==> src/sv/srtf_pkg.sv <==
`timescale 1ns / 1ps
`default_nettype none

package srtf_pkg;

    localparam int MAX_PROCS = 64;
    localparam int IDX_W     = $clog2(MAX_PROCS);
    localparam int CNT_W     = $clog2(MAX_PROCS + 1);
    localparam int PIDX_W    = 6;
    localparam int TIME_W    = 16;
    localparam int TICK_W    = 32;
    localparam int SUM_W     = 32;
    localparam int IN_DATA_W = 40;

    typedef struct packed {
        logic [TIME_W-1:0] burst;
        logic [TIME_W-1:0] remain;
        logic [TIME_W-1:0] arrival;
    } t_entry;

    localparam int ENTRY_W = $bits(t_entry);

endpackage

`default_nettype wire

==> src/sv/srtf_total_waiting_time_unit.sv <==
`timescale 1ns / 1ps
`default_nettype none

// Channel   Direction  Ports            Contents
// s (in)    input      i_s_t*, o_s_t*   one process item, tlast marks the final one
// m (out)   output     o_m_t*, i_m_t*   total waiting time of the batch
//
// Loading accepts an item whenever the unit is idle.
// After the final item, each scheduling event costs one scan of the table,
// whether a process runs or time skips to the next arrival; the table's
// single read port paces the scan.
// Reset is synchronous and clears the control state only; table contents persist.
// The result sits in an output register; a finished run waits only if the
// previous result has not been taken yet.

module srtf_total_waiting_time_unit (
    input  wire logic        i_clk,
    input  wire logic        i_rst_n,
    input  wire logic        i_s_tvalid,
    output logic             o_s_tready,
    // proc_index[5:0], arrival_time[21:6], burst_time[37:22], zero fill[39:38]
    input  wire logic [39:0] i_s_tdata,
    input  wire logic        i_s_tlast,
    output logic             o_m_tvalid,
    input  wire logic        i_m_tready,
    // total_wait[31:0]
    output logic      [31:0] o_m_tdata,
    // wait_saturated[0]
    output logic             o_m_tuser
);

    localparam logic [2:0] S_IDLE   = 3'd0;
    localparam logic [2:0] S_SCAN   = 3'd1;
    localparam logic [2:0] S_DECIDE = 3'd2;
    localparam logic [2:0] S_WCALC  = 3'd3;
    localparam logic [2:0] S_ACC    = 3'd4;
    localparam logic [2:0] S_DONE   = 3'd5;

    localparam int IW = srtf_pkg::IDX_W;
    localparam int CW = srtf_pkg::CNT_W;
    localparam int TW = srtf_pkg::TIME_W;
    localparam int KW = srtf_pkg::TICK_W;
    localparam int SW = srtf_pkg::SUM_W;

    logic [2:0]    r_state;
    logic [CW-1:0] r_count;
    logic [IW-1:0] r_addr;
    logic          r_issued_all;
    logic          r_rd_vld;
    logic          r_rd_last;
    logic [IW-1:0] r_rd_idx;
    logic [KW-1:0] r_tick;
    logic [SW-1:0] r_acc;
    logic          r_sat;
    logic          r_have_best;
    logic          r_have_next;
    logic [IW-1:0] r_best_idx;
    logic [TW-1:0] r_best_rem;
    logic [TW-1:0] r_best_arr;
    logic [TW-1:0] r_best_bur;
    logic [TW-1:0] r_next_arr;
    logic          r_fin;
    logic [SW-1:0] r_wait;
    logic          r_out_vld;
    logic [SW-1:0] r_out_sum;
    logic          r_out_sat;

    logic [srtf_pkg::PIDX_W-1:0] w_in_idx;
    logic [TW-1:0]               w_in_arr;
    logic [TW-1:0]               w_in_bur;
    logic                        w_accept;
    logic                        w_issue;
    logic                        w_issue_last;
    logic                        w_out_load;
    logic [TW-1:0]               w_diff;
    logic [TW-1:0]               w_run;
    logic [TW-1:0]               n_rem;
    logic [SW:0]                 w_sum;
    logic                        w_ram_we;
    logic [IW-1:0]               w_ram_waddr;
    srtf_pkg::t_entry            w_ram_wdata;
    srtf_pkg::t_entry            w_rd;

    assign w_in_idx = i_s_tdata[5:0];
    assign w_in_arr = i_s_tdata[21:6];
    assign w_in_bur = i_s_tdata[37:22];

    assign o_s_tready = (r_state == S_IDLE);
    assign w_accept   = i_s_tvalid && o_s_tready;

    assign w_issue      = (r_state == S_SCAN) && !r_issued_all;
    assign w_issue_last = (r_addr == IW'(r_count - CW'(1)));
    assign w_out_load   = (r_state == S_DONE) && (!r_out_vld || i_m_tready);

    assign w_diff = r_next_arr - r_tick[TW-1:0];
    assign w_run  = (r_have_next && (w_diff < r_best_rem)) ? w_diff : r_best_rem;
    assign n_rem  = r_best_rem - w_run;
    assign w_sum  = {1'b0, r_acc} + {1'b0, r_wait};

    always_comb begin
        w_ram_we    = 1'b0;
        w_ram_waddr = r_best_idx;
        w_ram_wdata = '{burst: r_best_bur, remain: n_rem, arrival: r_best_arr};
        if (r_state == S_IDLE) begin
            w_ram_we    = w_accept && (int'(w_in_idx) < srtf_pkg::MAX_PROCS);
            w_ram_waddr = IW'(w_in_idx);
            w_ram_wdata = '{burst: w_in_bur, remain: w_in_bur, arrival: w_in_arr};
        end else if (r_state == S_DECIDE) begin
            w_ram_we = r_have_best;
        end
    end

    srtf_ram #(
        .WIDTH (srtf_pkg::ENTRY_W),
        .DEPTH (srtf_pkg::MAX_PROCS)
    ) u_table (
        .i_clk   (i_clk),
        .i_we    (w_ram_we),
        .i_waddr (w_ram_waddr),
        .i_wdata (w_ram_wdata),
        .i_raddr (r_addr),
        .o_rdata (w_rd)
    );

    always_ff @(posedge i_clk) begin
        if (!i_rst_n) begin
            r_state      <= S_IDLE;
            r_count      <= '0;
            r_addr       <= '0;
            r_issued_all <= 1'b0;
            r_rd_vld     <= 1'b0;
            r_rd_last    <= 1'b0;
            r_tick       <= '0;
            r_acc        <= '0;
            r_sat        <= 1'b0;
            r_have_best  <= 1'b0;
            r_have_next  <= 1'b0;
            r_fin        <= 1'b0;
            r_out_vld    <= 1'b0;
        end else begin
            r_rd_vld  <= w_issue;
            r_rd_last <= w_issue && w_issue_last;
            if (w_issue) begin
                r_addr <= r_addr + IW'(1);
                if (w_issue_last) begin
                    r_issued_all <= 1'b1;
                end
            end

            if (r_rd_vld && (w_rd.remain != '0)) begin
                if (KW'(w_rd.arrival) <= r_tick) begin
                    if (!r_have_best || (w_rd.remain < r_best_rem)) begin
                        r_have_best <= 1'b1;
                    end
                end else if (!r_have_next || (w_rd.arrival < r_next_arr)) begin
                    r_have_next <= 1'b1;
                end
            end

            if (w_out_load) begin
                r_out_vld <= 1'b1;
            end else if (i_m_tready) begin
                r_out_vld <= 1'b0;
            end

            unique case (r_state)
                S_IDLE: begin
                    if (w_accept) begin
                        if (r_count < CW'(srtf_pkg::MAX_PROCS)) begin
                            r_count <= r_count + CW'(1);
                        end
                        if (i_s_tlast) begin
                            r_tick       <= '0;
                            r_acc        <= '0;
                            r_sat        <= 1'b0;
                            r_addr       <= '0;
                            r_issued_all <= 1'b0;
                            r_have_best  <= 1'b0;
                            r_have_next  <= 1'b0;
                            r_state      <= S_SCAN;
                        end
                    end
                end
                S_SCAN: begin
                    if (r_rd_vld && r_rd_last) begin
                        r_state <= S_DECIDE;
                    end
                end
                S_DECIDE: begin
                    if (r_have_best) begin
                        r_tick  <= r_tick + KW'(w_run);
                        r_fin   <= (n_rem == '0);
                        r_state <= S_WCALC;
                    end else if (r_have_next) begin
                        r_tick       <= KW'(r_next_arr);
                        r_addr       <= '0;
                        r_issued_all <= 1'b0;
                        r_have_best  <= 1'b0;
                        r_have_next  <= 1'b0;
                        r_state      <= S_SCAN;
                    end else begin
                        r_state <= S_DONE;
                    end
                end
                S_WCALC: begin
                    r_state <= S_ACC;
                end
                S_ACC: begin
                    if (r_fin) begin
                        if (w_sum[SW]) begin
                            r_acc <= '1;
                            r_sat <= 1'b1;
                        end else begin
                            r_acc <= w_sum[SW-1:0];
                        end
                    end
                    r_addr       <= '0;
                    r_issued_all <= 1'b0;
                    r_have_best  <= 1'b0;
                    r_have_next  <= 1'b0;
                    r_state      <= S_SCAN;
                end
                S_DONE: begin
                    if (w_out_load) begin
                        r_count <= '0;
                        r_tick  <= '0;
                        r_acc   <= '0;
                        r_sat   <= 1'b0;
                        r_state <= S_IDLE;
                    end
                end
                default: begin
                    r_state <= S_IDLE;
                end
            endcase
        end
    end

    always_ff @(posedge i_clk) begin
        r_rd_idx <= r_addr;
        if (r_rd_vld && (w_rd.remain != '0)) begin
            if (KW'(w_rd.arrival) <= r_tick) begin
                if (!r_have_best || (w_rd.remain < r_best_rem)) begin
                    r_best_idx <= r_rd_idx;
                    r_best_rem <= w_rd.remain;
                    r_best_arr <= w_rd.arrival;
                    r_best_bur <= w_rd.burst;
                end
            end else if (!r_have_next || (w_rd.arrival < r_next_arr)) begin
                r_next_arr <= w_rd.arrival;
            end
        end
        if (r_state == S_WCALC) begin
            r_wait <= r_tick - SW'(r_best_arr) - SW'(r_best_bur);
        end
        if (w_out_load) begin
            r_out_sum <= r_acc;
            r_out_sat <= r_sat;
        end
    end

    assign o_m_tvalid = r_out_vld;
    assign o_m_tdata  = r_out_sum;
    assign o_m_tuser  = r_out_sat;

    a_scan_in_range: assert property (@(posedge i_clk) disable iff (!i_rst_n)
        (r_state == S_SCAN && !r_issued_all) |-> (CW'(r_addr) < r_count))
        else $error("scan address beyond loaded processes");

    a_count_bound: assert property (@(posedge i_clk) disable iff (!i_rst_n)
        r_count <= CW'(srtf_pkg::MAX_PROCS))
        else $error("load count exceeds table depth");

    a_best_live: assert property (@(posedge i_clk) disable iff (!i_rst_n)
        (r_state == S_DECIDE && r_have_best) |-> (r_best_rem != '0))
        else $error("chosen process has no remaining time");

    a_next_future: assert property (@(posedge i_clk) disable iff (!i_rst_n)
        (r_state == S_DECIDE && r_have_next) |-> (KW'(r_next_arr) > r_tick))
        else $error("next arrival is not in the future");

    a_acc_monotone: assert property (@(posedge i_clk) disable iff (!i_rst_n)
        (r_state == S_ACC) |=> (r_acc >= $past(r_acc)))
        else $error("waiting time sum decreased");

endmodule

`default_nettype wire

==> src/sv/srtf_ram.sv <==
`timescale 1ns / 1ps
`default_nettype none

module srtf_ram #(
    parameter int WIDTH = 8,
    parameter int DEPTH = 16
) (
    input  wire logic                     i_clk,
    input  wire logic                     i_we,
    input  wire logic [$clog2(DEPTH)-1:0] i_waddr,
    input  wire logic [WIDTH-1:0]         i_wdata,
    input  wire logic [$clog2(DEPTH)-1:0] i_raddr,
    output logic      [WIDTH-1:0]         o_rdata
);

    logic [WIDTH-1:0] r_mem [DEPTH];

    always_ff @(posedge i_clk) begin
        if (i_we) begin
            r_mem[i_waddr] <= i_wdata;
        end
        o_rdata <= r_mem[i_raddr];
    end

endmodule

`default_nettype wire
==> config.mk <==
export PLATFORM = sky130hd
export DESIGN_NAME = srtf_total_waiting_time_unit
export DESIGN_NICKNAME = d
export VERILOG_FILES = /design/src/sv/srtf_pkg.sv /design/src/sv/srtf_total_waiting_time_unit.sv /design/src/sv/srtf_ram.sv
export SDC_FILE = /design/constraint.sdc
export NUM_CORES = 2
export LEC_CHECK = 0
export BUFFER_PORTS_ARGS = -buffer_cell sky130_fd_sc_hd__clkbuf_2
export CAP_MARGIN = 20
export CORE_ASPECT_RATIO = 1.4
export CORE_MARGIN = 3
export CORE_UTILIZATION = 37
export CTS_BUF_LIST = sky130_fd_sc_hd__clkbuf_2
export CTS_CLUSTER_SIZE = 20
export DETAILED_ROUTE_END_ITERATION = 10
export SLEW_MARGIN = 20
export SYNTH_ARGS = -nofsm -noshare
export SYNTH_HDL_FRONTEND = slang
export SYNTH_SLANG_ARGS = --single-unit
==> constraint.sdc <==
create_clock -name i_clk -period 13.1 [get_ports i_clk]
set_input_delay 1.31 -clock i_clk [delete_from_list [all_inputs] [get_ports i_clk]]
set_output_delay 1.31 -clock i_clk [all_outputs]
set_load 0.05 [all_outputs]
; Yosys cells after proc, flatten, opt, wreduce, memory -nomap -nowiden
; Memories as Yosys holds them, arrays and structs flattened. A register that Yosys moved wholly into a read port is not among the register bits.
; Cells that the tools add are included.
[op_classes]
muxes = 64
order_cmp = 5
n_addsub = 9
reduce_logical = 29
n_div = 0
eq_ne = 14
n_shift = 0
n_bitwise = 1
multipliers = 0
[ops]
columns = cell, n
row1 = 32-bit 2-to-1 mux, 7
row2 = 32-bit case mux with 3 select lines, 2
row3 = 32-bit by 16-bit subtractor with 32-bit output, 2
row4 = 16-bit less-than comparator, 3
row5 = 48-bit 2-to-1 mux, 1
row6 = 6-bit 2-to-1 mux, 6
row7 = 32-bit by 32-bit adder with 33-bit output, 1
row8 = 32-bit by 16-bit adder with 32-bit output, 1
row9 = 16-bit by 32-bit <= comparator with 1-bit output, 1
row10 = 16-bit subtractor, 2
row11 = 1-bit 2-to-1 mux, 31
row12 = 7-bit 2-to-1 mux, 3
row13 = 3-bit 2-to-1 mux, 6
row14 = 3-bit case mux with 6 select lines, 1
row15 = 6-bit case mux with 3 select lines, 1
row16 = 16-bit logical NOT, 1
row17 = 16-bit 2-to-1 mux, 1
row18 = 16-bit nonzero test, 1
row19 = 7-bit case mux with 2 select lines, 1
row20 = 1-bit case mux with 3 select lines, 4
row21 = 5-bit AND reduction, 2
row22 = "2-bit by 1-bit != test with 1-bit output, second input constant", 4
row23 = 4-bit AND reduction, 2
row24 = "7-bit by 1-bit adder with 7-bit output, second input constant", 1
row25 = other kinds (19), 37
[word_totals]
memories = 1
romBits = 0
ramBits = 3072
elab_cells = 145
out_inout_bits = 35
in_bits = 45
latchBits = 0
reg_bits = 229
[mem_list]
columns = name, depth, word_bits, read_ports, rd_ports_with_merged_regs, write_ports, line_no
row1 = u_table.r_mem, 64, 48, 1, 1, 1, srtf_ram.sv:16  ; logic [WIDTH-1:0] r_mem [DEPTH];

; Depth between registers and ports, before layout
[logic_depth]
ltp_word = 8
ltp_mapped = 32
mapped_depth_nobuf = 31

; By module
; A second synthesis with hierarchy kept.
[unflattened]
cells_unflattened = 6605
hier_area_um2 = 132394.5
[by_module_without_submodules]
columns = module, area_per_inst_um2, seq_area_each_um2, cells_per_inst, instances
row1 = srtf_ram, 117134.8, 93209.4, 4969, 1
row2 = srtf_total_waiting_time_unit, 15259.6, 5935.7, 1636, 1

; Least setup slack after synthesis
; Ideal clock, no wire load.
[synth_path]
kind = reg2reg
from = register r_tick[1]
to = memory u_table.r_mem[0][30] (netlist name) (data pin)
setup_time_ns = 0.702
required_time_ns = 12.398
arrival_ns = 8.389
slack_ns = 4.009
synth_period_minus_slack_ns = 9.091
n_path_buf = 1
stages_incl_launch_ff = 28
path_cell_list = dfxtp_1 > inv_1 > fa_1 > a21o_1 > a21o_1 > a21oi_1 > o21ai_0 > a211o_1 > a31o_2 > a21oi_1 > xnor2_1 > ha_1 > a21o_1 > a221oi_1 > clkbuf_1 > nor2_1 > a21oi_1 > ha_1 > inv_1 > fa_1 > a21o_1 > a21oi_1 > o21a_1 > o21ai_0 > a31o_2 > a21oi_1 > xor2_1 > o21ai_0
[synth_via]
elab_chain_len = 6
[synth_rtl]
columns = element, line_no
row1 = from (decl), srtf_total_waiting_time_unit.sv:52  ; logic [KW-1:0] r_tick;
row2 = from (signal assigned), srtf_total_waiting_time_unit.sv:191  ; r_tick <= r_tick + KW'(w_run);
row3 = from (signal assigned), srtf_total_waiting_time_unit.sv:195  ; r_tick <= KW'(r_next_arr);
row4 = 16-bit subtractor (*), srtf_total_waiting_time_unit.sv:95  ; assign w_diff = r_next_arr - r_tick[TW-1:0];
row5 = 16-bit less-than comparator, srtf_total_waiting_time_unit.sv:96  ; assign w_run = (r_have_next && (w_diff < r_best_rem)) ? w_diff : r_best_rem;
row6 = 1-bit logical AND, srtf_total_waiting_time_unit.sv:96
row7 = 16-bit 2-to-1 mux (*), srtf_total_waiting_time_unit.sv:96
row8 = 16-bit subtractor (*), srtf_total_waiting_time_unit.sv:97  ; assign n_rem = r_best_rem - w_run;
row9 = 48-bit 2-to-1 mux (*), srtf_total_waiting_time_unit.sv:104  ; if (r_state == S_IDLE) begin
row10 = via u_table.i_wdata[30], srtf_ram.sv:11  ; input wire logic [WIDTH-1:0] i_wdata,
row11 = to (decl), srtf_ram.sv:16
; The timed path passes the listed nets; every way through them passes the cells marked *.

; Worst setup path in the final report
[layout_path]
from = register r_tick[1]
to = memory u_table.r_mem[45][31] (netlist name) (data pin)
; The elaborated chain is that of the path after synthesis.

==> out/metrics.cfg <==
[floorplanning]
die_x_um = 511.9
dieHeight_um = 714.2
dieArea_um2 = 365600
core_um2 = 356100
floorplan.rows = 259
ioPinCount = 80
start_util_pct = 37.22

[critical_path]
crit_path_max_fanout = 40
worstPathRequired_ps = 14570
crit_slowest_cell = a221oi_4
crit_path_end_kind = flop
crit_arrival_ps = 9350
max_stage_delay_ps = 660
path_class = reg -> reg
crit_path_start_kind = flop
rrSetupSlack_ps = 5220

[clock_network]
htree_levels = 6
post_cts_buffers = 0
cts-root-buf = clkbuf_2
clk_pin_slew_ps = 110
clock_latency_ps = 1890
cts_sinks = 3349
cts_inserted_buffers = 724
cts_tree = built
ctsLongestPathBuffers = 4

[synth]
synth-seq-cells = 3349
synth_area_leaders = edfxtp_1 (73%), mux4_2 (17%), dfxtp_1 (2.1%)
yosys.area.top_type = edfxtp_1
synth_area_um2 = 132600
synth_top_area_share_pct = 72.64
syn_area_per_cell_um2 = 21.83
syn-num-nets = 6298
seq_area_frac_synth_pct = 74.79
synth-main-ff-cell = edfxtp_1
syn-instance-count = 6072
synth_edf_count = 3207
synth_warnings = 0
yosysUniqueCellTypes = 74
async_reset_ff_share_pct = 0

[grt]
grt_pass1_wl_um = 518700
grt_use_total_pct = 19.87
grt_max_degree = 145
grt-ovfl-total = 0
antenna_found_initial = 11
grt_pass1_vias = 70272

[flow_run]
drv_cap = 0

[cells_and_area]
final_cell_mix = edfxtp_1 (3,207), clkbuf_2 (1,136), mux4_2 (1,008)
ff_latch_area_um2 = 99170
syn_to_final_growth_pct = 11.17
layout-drive-gt1-share_pct = 34.81
stdcell_area_um2 = 147400
multi_input_area_um2 = 32810
fillers = 31206
num-nets-final = 7050
layout_commonest_cell = edfxtp_1

[placement]
portBuffers = 77
gp_congestion = 0.8680
dp_hpwl_um = 197700
place_area_um2 = 140500

[route]
num_vias = 67573
antenna_left = 0
wl_um = 368500
drc = 0
drtIter0Drc = 7208
vias_per_cell = 5.588
first_pass_iters = 6
post_drt_wl_per_cell_um = 30.48

[worst_hold_path]
min_path_type = in -> reg

[power]
powerDensity_nw_per_um2 = 132.0
ir_drop_uv = 68.25
power.leakage_nw = 46.89

[timing]
fin_skew_ps = 241.1
worstMarginPinSlew_ps = 1122
slew_viol_final = 0
fin_crit_ps = 7881
tns_ps = 0
max-slew-margin-rel_pct = 24.52
setup_viol_count_final = 0
max_freq_mhz = 126.9
grt_setup_unrepaired = false
finalCritPeriodShare_pct = 60.16
hold_viol_final = 0

[status]
status = finished clean

## cell usage after synthesis, drive strengths merged (17+ instances only)
library cell / n
fa: 20
inv: 127
ha: 161
nand2b: 18
o21a: 21
nor3: 28
nand3: 37
a21oi: 124
dfxtp: 142
xor2: 59
and3: 19
o21ai: 115
edfxtp: 3207
clkbuf: 164
xnor2: 65
nand2: 135
buf: 112
nand4: 17
nor2: 191
nor2b: 24
a21o: 84
mux4: 1008
## sequential cells by signal, indices dropped and copies added (netlist names), 3 cells and up
| name | cells |
|---|---|
| o_m_tdata | 32 |
| r_acc | 32 |
| r_addr | 6 |
| r_best_arr | 16 |
| r_best_bur | 16 |
| r_best_idx | 6 |
| r_best_rem | 16 |
| r_count | 7 |
| r_next_arr | 16 |
| r_rd_idx | 6 |
| r_state | 3 |
| r_tick | 32 |
| r_wait | 32 |
| u_table.o_rdata | 48 |
| u_table.r_mem | 3072 |
## logic make-up after synthesis
kind of cell	after synthesis	synth area share [%]
flops	3349	74.79
mux	1026	17.26
simple gates	527	1.843
compound gates	460	2.219
buf+inv	404	1.228
fa+ha+maj	181	1.822
xor+xnor	125	0.8362
## report_power, final
part,switching [W],internal [W]
sequential,0.0000345,0.0119
combinational,0.000647,0.000381
clock,0.00400,0.00250
## area by class of cell
class	count	share of cell area, %
well taps	4698	3.989
repair buffers	302	1.557
multi-input cells	2319	22.27
clock inverters	225	0.9467
inverters	128	0.3294
flip-flops and latches	3349	67.29
clock buffers	1059	3.596
diodes	13	0.02207
## routing by layer
| layer | GRT usage [%] | part of all wire, % | wire [µm] | vias to the layer above |
|---|---|---|---|---|
| met2 | 35.07 | 52 | 193300 | 2917 |
| met4 | 8.074 | 3.9 | 14360 | 4 |
| li1 | - | - | - | 27474 |
| met5 | 0 | 0.0073 | 27 | - |
| met1 | 24.08 | 37 | 134900 | 36488 |
| met3 | 3.561 | 7.0 | 25960 | 690 |
## final timing paths
kind,cells past startpoint,from,to
worst max-delay path,29,r_tick[1],u_table.r_mem[45][31]
worst min-delay path,4,i_s_tdata[24],u_table.r_mem[37][34]
worst max register to register,29,r_tick[1],u_table.r_mem[45][31]
worst min register to register,0,r_acc[1],o_m_tdata[1]
## worst max-delay path: cells and delay by family (launching register included)
family / cells / cell delay (ps)
buf+inv: 3 / 620
fa+ha+maj: 3 / 1040
flops: 1 / 470
compound gates: 16 / 4180
simple gates: 5 / 560
xor+xnor: 2 / 730
## what timing repair did
action,4_1_cts,5_1_grt
hold buffers,15,0
resized for setup,0,0
hold endpoints to repair,116,0
## through the flow
step / instances / total power, W / worst slack (ps) / utilization (%) / hold WS [ps]
after floorplan: 6072 / 0.01285 / 4009 / - / 329.0
after global placement: 10776 / 0.01317 / 5036 / 39.41 / 385.6
after detailed placement: 10780 / 0.01321 / 4947 / 39.44 / 392.6
after CTS: 12079 / 0.01967 / 4893 / 41.36 / 53.90
after global routing: 12084 / 0.02025 / 4772 / 41.37 / 197.0
final: 12093 / 0.01946 / 5219 / 41.38 / 263.4
(Power assumes the default switching activity.)
